### config.mk
export PLATFORM = sky130hd
export DESIGN_NAME = integer_to_ascii_formatter_core
export DESIGN_NICKNAME = d
export VERILOG_FILES = /design/src/design/i2a_pkg.sv /design/src/design/i2a_bcd_cell.sv /design/src/design/integer_to_ascii_formatter_core.sv
export SDC_FILE = /design/constraint.sdc
export NUM_CORES = 1
export LEC_CHECK = 0
export BUFFER_PORTS_ARGS = -buffer_cell sky130_fd_sc_hd__buf_2
export CORE_MARGIN = 5
export CORE_UTILIZATION = 65
export DETAILED_ROUTE_END_ITERATION = 8
export PLACE_DENSITY_LB_ADDON = 0.12
export SKIP_LAST_GASP = 1
export SLEW_MARGIN = 20
export SYNTH_ARGS = -nofsm -noshare
export SYNTH_HDL_FRONTEND = slang
export SYNTH_HIERARCHICAL = 1
export SYNTH_SLANG_ARGS = --single-unit
export TNS_END_PERCENT = 5
### constraint.sdc
create_clock -name clk -period 11.03 [get_ports clk]
set_input_delay 3.309 -clock clk [delete_from_list [all_inputs] [get_ports clk]]
set_output_delay 3.309 -clock clk [all_outputs]
set_load 0.005 [all_outputs]
### src/design/i2a_pkg.sv
// shared types, constants and helpers for the integer to ascii formatter
// used by i2a_bcd_cell and integer_to_ascii_formatter_core; no dependencies
package i2a_pkg;

    localparam int VALUE_W    = 32;
    localparam int DIGIT_W    = 4;
    localparam int NUM_DIGITS = 10;   // decimal digits of a 32-bit magnitude
    localparam int HEX_DIGITS = 8;
    localparam int BIN_DIGITS = 32;
    localparam int REM_W      = 6;    // holds up to BIN_DIGITS
    localparam int CNT_W      = 5;    // counts VALUE_W shift steps
    localparam int CHAR_W     = 7;
    localparam int IN_DATA_W  = 40;
    localparam int OUT_DATA_W = 8;

    localparam logic [1:0] BASE_DEC = 2'd0;
    localparam logic [1:0] BASE_HEX = 2'd1;
    localparam logic [1:0] BASE_BIN = 2'd2;

    localparam logic [CHAR_W-1:0] CH_ZERO     = 7'h30;
    localparam logic [CHAR_W-1:0] CH_LETTER_A = 7'h41;
    localparam logic [CHAR_W-1:0] CH_MINUS    = 7'h2D;
    localparam logic [CHAR_W-1:0] CH_NEWLINE  = 7'h0A;

    // control word broadcast to every digit cell
    typedef struct packed {
        logic clear;
        logic dabble;
        logic shift;
    } cell_ctrl_t;

    function automatic logic [CHAR_W-1:0] digit_to_ascii(input logic [DIGIT_W-1:0] d);
        logic [CHAR_W-1:0] wide;
        begin
            wide = {3'b000, d};
            if (d < 4'd10)
            begin
                return CH_ZERO + wide;
            end
            else
            begin
                return CH_LETTER_A + wide - 7'd10;
            end
        end
    endfunction

endpackage

### src/design/i2a_bcd_cell.sv
// one decimal digit cell of the shift-and-add-3 converter chain
// depends on i2a_pkg for the control word and digit width
module i2a_bcd_cell
    import i2a_pkg::*;
(
    input  logic               clk,
    input  cell_ctrl_t         ctrl,
    input  logic               carry_in,    // bit shifted in from the lower cell
    input  logic [DIGIT_W-1:0] digit_in,    // lower cell digit, used when draining
    output logic               carry_out,
    output logic [DIGIT_W-1:0] digit
);

    logic [DIGIT_W-1:0] digit_reg;
    logic [DIGIT_W-1:0] digit_next;
    logic [DIGIT_W-1:0] adj;

    // add 3 before the shift when the digit would overflow past 9
    assign adj       = (digit_reg >= 4'd5) ? digit_reg + 4'd3 : digit_reg;
    assign carry_out = adj[DIGIT_W-1];
    assign digit     = digit_reg;

    always_comb
    begin
        priority if (ctrl.clear)
        begin
            digit_next = '0;
        end
        else if (ctrl.dabble)
        begin
            digit_next = {adj[DIGIT_W-2:0], carry_in};
        end
        else if (ctrl.shift)
        begin
            digit_next = digit_in;
        end
        else
        begin
            digit_next = digit_reg;
        end
    end

    always_ff @(posedge clk)
    begin
        digit_reg <= digit_next;
    end

endmodule

### src/design/integer_to_ascii_formatter_core.sv
// Renders a signed 32-bit value as ASCII text, one character per output word,
// most significant first with leading zeros dropped, in decimal, upper-case
// hex or binary, with an optional trailing line feed marked by tlast. One
// item is handled at a time; s_tready is high only between items. Decimal
// emits a leading minus when negative, shifts the magnitude through the row
// of ten digit cells (one input bit per cycle), then walks ten digit
// positions; hex walks 8 and binary 32 digit positions, and a line feed
// follows when asked for. Digit positions advance only while the output
// register is free, so a stalled m_tready holds the item back.
// depends on i2a_pkg and i2a_bcd_cell
module integer_to_ascii_formatter_core
    import i2a_pkg::*;
(
    input  logic                  clk,
    input  logic                  rst_n,
    input  logic                  s_tvalid,
    output logic                  s_tready,
    input  logic [IN_DATA_W-1:0]  s_tdata,   // [31:0] value, [32] add_newline, rest zero
    input  logic [1:0]            s_tuser,   // [1:0] base_code
    output logic                  m_tvalid,
    input  logic                  m_tready,
    output logic [OUT_DATA_W-1:0] m_tdata,   // [6:0] char_out, [7] zero
    output logic                  m_tlast    // last_char
);

    localparam logic [2:0] ST_IDLE  = 3'd0;
    localparam logic [2:0] ST_SIGN  = 3'd1;
    localparam logic [2:0] ST_CONV  = 3'd2;
    localparam logic [2:0] ST_DIGIT = 3'd3;
    localparam logic [2:0] ST_NL    = 3'd4;

    logic [2:0]         state_reg,   state_next;
    logic [VALUE_W-1:0] mag_reg,     mag_next;
    logic [CNT_W-1:0]   cnt_reg,     cnt_next;
    logic [REM_W-1:0]   rem_reg,     rem_next;
    logic               started_reg, started_next;
    logic [1:0]         base_reg,    base_next;
    logic               nl_reg,      nl_next;
    logic               out_valid_reg, out_valid_next;
    logic [CHAR_W-1:0]  out_char_reg,  out_char_next;
    logic               out_last_reg,  out_last_next;

    logic [VALUE_W-1:0] in_value;
    logic               in_nl;
    logic [1:0]         in_base;
    logic               accept;
    logic               slot_free;
    logic [DIGIT_W-1:0] cur_digit;
    logic               show_digit;
    cell_ctrl_t         cell_ctrl;

    logic [DIGIT_W-1:0] cell_digit [NUM_DIGITS+1];
    logic               cell_carry [NUM_DIGITS+1];

    assign in_value  = s_tdata[VALUE_W-1:0];
    assign in_nl     = s_tdata[VALUE_W];
    assign in_base   = s_tuser;
    assign s_tready  = (state_reg == ST_IDLE);
    assign accept    = s_tvalid && s_tready;
    assign slot_free = !out_valid_reg || m_tready;

    assign m_tvalid = out_valid_reg;
    assign m_tdata  = {1'b0, out_char_reg};
    assign m_tlast  = out_last_reg;

    // row of digit cells, lowest digit first
    assign cell_carry[0] = mag_reg[VALUE_W-1];
    assign cell_digit[0] = '0;

    for (genvar i = 0; i < NUM_DIGITS; i++)
    begin : g_cell
        i2a_bcd_cell u_cell (
            .clk       (clk),
            .ctrl      (cell_ctrl),
            .carry_in  (cell_carry[i]),
            .digit_in  (cell_digit[i]),
            .carry_out (cell_carry[i+1]),
            .digit     (cell_digit[i+1])
        );
    end

    always_comb
    begin
        unique case (base_reg)
            BASE_DEC: cur_digit = cell_digit[NUM_DIGITS];
            BASE_HEX: cur_digit = mag_reg[VALUE_W-1 -: DIGIT_W];
            default:  cur_digit = {3'b000, mag_reg[VALUE_W-1]};
        endcase
    end

    // the last position always shows, so zero prints one '0'
    assign show_digit = started_reg || (cur_digit != '0) || (rem_reg == REM_W'(1));

    always_comb
    begin
        state_next     = state_reg;
        mag_next       = mag_reg;
        cnt_next       = cnt_reg;
        rem_next       = rem_reg;
        started_next   = started_reg;
        base_next      = base_reg;
        nl_next        = nl_reg;
        out_valid_next = out_valid_reg && !m_tready;
        out_char_next  = out_char_reg;
        out_last_next  = out_last_reg;
        cell_ctrl      = '0;

        unique case (state_reg)
            ST_IDLE:
            begin
                if (accept)
                begin
                    base_next    = in_base;
                    nl_next      = in_nl;
                    started_next = 1'b0;
                    mag_next     = in_value;
                    unique case (in_base)
                        BASE_DEC:
                        begin
                            cell_ctrl.clear = 1'b1;
                            cnt_next        = CNT_W'(VALUE_W - 1);
                            if (in_value[VALUE_W-1])
                            begin
                                mag_next   = VALUE_W'(0) - in_value;
                                state_next = ST_SIGN;
                            end
                            else
                            begin
                                state_next = ST_CONV;
                            end
                        end
                        BASE_HEX:
                        begin
                            rem_next   = REM_W'(HEX_DIGITS);
                            state_next = ST_DIGIT;
                        end
                        BASE_BIN:
                        begin
                            rem_next   = REM_W'(BIN_DIGITS);
                            state_next = ST_DIGIT;
                        end
                        default:
                        begin
                            state_next = in_nl ? ST_NL : ST_IDLE;
                        end
                    endcase
                end
            end
            ST_SIGN:
            begin
                if (slot_free)
                begin
                    out_valid_next = 1'b1;
                    out_char_next  = CH_MINUS;
                    out_last_next  = 1'b0;
                    state_next     = ST_CONV;
                end
            end
            ST_CONV:
            begin
                cell_ctrl.dabble = 1'b1;
                mag_next         = {mag_reg[VALUE_W-2:0], 1'b0};
                cnt_next         = cnt_reg - CNT_W'(1);
                if (cnt_reg == '0)
                begin
                    rem_next   = REM_W'(NUM_DIGITS);
                    state_next = ST_DIGIT;
                end
            end
            ST_DIGIT:
            begin
                if (slot_free)
                begin
                    if (show_digit)
                    begin
                        started_next   = 1'b1;
                        out_valid_next = 1'b1;
                        out_char_next  = digit_to_ascii(cur_digit);
                        out_last_next  = (rem_reg == REM_W'(1)) && !nl_reg;
                    end
                    unique case (base_reg)
                        BASE_DEC: cell_ctrl.shift = 1'b1;
                        BASE_HEX: mag_next = {mag_reg[VALUE_W-DIGIT_W-1:0], {DIGIT_W{1'b0}}};
                        default:  mag_next = {mag_reg[VALUE_W-2:0], 1'b0};
                    endcase
                    rem_next = rem_reg - REM_W'(1);
                    if (rem_reg == REM_W'(1))
                    begin
                        state_next = nl_reg ? ST_NL : ST_IDLE;
                    end
                end
            end
            ST_NL:
            begin
                if (slot_free)
                begin
                    out_valid_next = 1'b1;
                    out_char_next  = CH_NEWLINE;
                    out_last_next  = 1'b1;
                    state_next     = ST_IDLE;
                end
            end
            default:
            begin
                state_next = ST_IDLE;
            end
        endcase
    end

    always_ff @(posedge clk or negedge rst_n)
    begin
        if (!rst_n)
        begin
            state_reg     <= ST_IDLE;
            out_valid_reg <= 1'b0;
            started_reg   <= 1'b0;
        end
        else
        begin
            state_reg     <= state_next;
            out_valid_reg <= out_valid_next;
            started_reg   <= started_next;
        end
    end

    always_ff @(posedge clk)
    begin
        mag_reg      <= mag_next;
        cnt_reg      <= cnt_next;
        rem_reg      <= rem_next;
        base_reg     <= base_next;
        nl_reg       <= nl_next;
        out_char_reg <= out_char_next;
        out_last_reg <= out_last_next;
    end

    // no word is produced while the cells convert
    a_conv_quiet: assert property (@(posedge clk) disable iff (!rst_n)
        (state_reg == ST_CONV) |=> !$rose(out_valid_reg))
        else $error("output word appeared during conversion");

    // a 32-bit magnitude never overflows ten decimal digits
    a_no_overflow: assert property (@(posedge clk) disable iff (!rst_n)
        (state_reg == ST_CONV) |-> !cell_carry[NUM_DIGITS])
        else $error("digit chain overflow");

    // digit phase always has positions left
    a_rem_nonzero: assert property (@(posedge clk) disable iff (!rst_n)
        (state_reg == ST_DIGIT) |-> (rem_reg != '0))
        else $error("digit phase with no positions left");

    // line feed is always the final word of an item
    a_nl_last: assert property (@(posedge clk) disable iff (!rst_n)
        (out_valid_reg && (out_char_reg == CH_NEWLINE)) |-> out_last_reg)
        else $error("line feed not marked last");

    // only decimal items use the cell row
    a_conv_dec: assert property (@(posedge clk) disable iff (!rst_n)
        (state_reg == ST_CONV) |-> (base_reg == BASE_DEC))
        else $error("conversion entered for a non-decimal base");

endmodule
==> metrics.md <==
| Metric | Value |
|---|---|
| Synth Instances | 726 |
| Final setup fails | 0 |
| Die height | 110 um |
| Wire per inst | 16.15 um |
| Synth Warn # | 6 |
| Worst slew pin tran | 1.094 ns |
| Routed vias/inst | 6.290 |
| Initial core utilization | 66.50% |
| Relative slew slack | 27.06% |
| Slowest stage delay, CP | 0.63 ns |
| Worst r2r src | state_reg[2]$_DFFE_PN0P_ |
| LEAKAGE | 2.612 nW |
| Post-route setup slack | 5.777 ns |
| Total core area | 9774 um^2 |
| Drt first pass iters | 7 |
| Layout cells sized above 1 | 11.96% |
| Crit path top cell by count | nand3_1 |
| Diodes inserted | 0 |
| I/O pins | 57 |
| Worst setup SP type | input pin |
| Worst Setup SP | s_tdata[0] |
| Total grt overflow | 0 |
| Die Width | 110 um |
| Clk buf depth | 2 |
| RSZ-0062 raised after global routing | no |
| Crit path required time | 11.14 ns |
| DRC | 0 |
| Placer Congestion | 0.9192 |
| Fin Hold WS | 0.5260 ns |
| Hold_sp | g_cell[9].u_cell/digit[3]$_SDFFE_PP0P_ |
| Die area | 12100 um^2 |
| Gr usage total | 24.57% |
| TritonCTS Buffers | 9 |
| Placement Setup Slack | 5.465 ns |
| CP Buf/Inv Count | 2 |
| Hold_buf cts | 0 |
| Routed WL | 14570 um |
| Fin. max-slew vios | 0 |
| Critical path cell sequence | buf_2 > inv_1 > ha_1 > nor4b_1 > nand3_1 > nor3_1 > a211o_1 > nand3_1 |
| Tmin final | 5.253 ns |
| Arrival time worst endpoint | 5.37 ns |
| Hold Fails Final Rpt | 0 |
| Via count | 5674 |
| Critical path class | input pin to flip-flop |
| Max Cap Viol | 0 |
| Initial antenna violation count | 0 |
| CTS resizes | 0 |
| Pwr Total | 1.819 mW |
| Cell Rows | 36 |
| # clock sinks | 99 |
| Cell Pwr Density | 259.1 nW/um^2 |
| Global-route wire length before repair | 24140 um |
| Tcrit/Tclk final | 47.62% |
| Post-CTS setup repair buffer count | 0 |
| Final-stage net count | 839 |
| Syn avg cell area | 8.953 um^2 |
| PortBufs | 48 |
| FMAX | 190.4 MHz |
| Status | finished, final reports clean |
| Critical path's slowest cell | nor4b_1 |
| Layout fillers | 788 |
| CP Max Fanout | 4 |
| Setup skew after layout | 0.01371 ns |
| Mapped Area | 6500 um^2 |
| CTS root buf | clkbuf_8 |
| Vias in the first global route | 5251 |
| Area grow syn2layout | 7.969% |
| Critical path's top delay family | simple AND/OR/NAND/NOR gates |
| Worst vdd ir | 0.1184 mV |
| Post-DP HPWL | 9945 um |
| Clk slew on worst S/H paths | 0.10 ns |
| Clock latency on the worst-skew pair | 0.37 ns |
| Crit end category | flip-flop |
| H-tree Lvls | 3 |
| TritonCTS clock tree | yes |
| Routed Antenna Nets | 0 |
| Max reg flops | 40 |
| Starting DRT DRC Count | 412 |
| Hold WC Path Type | flip-flop to flip-flop |
| Largest net degree at the start of global routing | 117 |
| Sum Neg Setup Slack | 0 ns |
[power breakdown]
part / switching [mW] / internal (mW) / leakage [nW] / total (mW)
clock network: 0.132 / 0.106 / 0.101 / 0.238
registers: 0.163 / 0.625 / 0.902 / 0.788
logic: 0.471 / 0.323 / 1.61 / 0.793
[stage by stage]
| stage | instances | cell area [um^2] | util, % |
|---|---|---|---|
| floorplan | 730 | 6515 | - |
| global placement | 886 | 6824 | 69.82 |
| detailed placement | 886 | 6824 | 69.82 |
| CTS | 902 | 7018 | 71.80 |
| global route | 902 | 7018 | 71.80 |
| finish | 902 | 7018 | 71.80 |
[layer usage]
metal | wire [um] | track usage [%] | vias to the layer above | part of all wire, %
met5 | 0 | 0 | - | 0
met4 | 225 | 9.261 | 0 | 1.5
met3 | 872 | 3.029 | 22 | 6.0
met2 | 7011 | 39.51 | 190 | 48
met1 | 6457 | 34.02 | 2690 | 44
li1 | - | - | 2772 | -
[worst paths after layout]
path | endpoint | slack, ns | cells after the start
min | g_cell[9].u_cell/digit[3]$_SDFFE_PP0P_ | 0.53 | 2
max | mag_reg[28]$_DFFE_PP_ | 5.78 | 8
max in group asynchronous | state_reg[1]$_DFFE_PN0P_ | 8.15 | 1
max reg2reg | g_cell[1].u_cell/digit[1]$_SDFFE_PP0P_ | 7.97 | 5
min in group asynchronous | state_reg[0]$_DFFE_PN0P_ | 2.73 | 1
min reg2reg | g_cell[9].u_cell/digit[3]$_SDFFE_PP0P_ | 0.53 | 2
[final cells by class]
cell class / count / area, um^2 / area share, %
Clock buffer: 10 / 127.6 / 1.819
Clock inverter: 6 / 66.31 / 0.9449
Inverter: 32 / 120.1 / 1.712
Multi-Input combinational cell: 569 / 3712 / 52.90
Sequential cell: 99 / 2547 / 36.30
Tap cell: 133 / 166.4 / 2.371
Timing Repair Buffer: 53 / 277.8 / 3.958
[worst reg2reg max path: cells and delay by family, from the launching register on]
kind                   cells  cell delay [ns]
and+or+nand+nor            3             1.55
buffers and inverters      1             0.77
DFF                        1             0.54
AOI/OAI and AO/OA          1             0.11
[layout by cell type, fill, tap and decap left out, drive strengths merged, types with 21 or more instances in the layout]
| cell type | n |
|---|---|
| ha | 29 |
| edfxtp | 54 |
| nor2 | 77 |
| inv | 33 |
| nand2 | 65 |
| a21oi | 57 |
| o21ai | 60 |
| dfxtp | 40 |
| buf | 53 |
| a22oi | 21 |
| mux2i | 26 |
(Power assumes the default switching activity.)
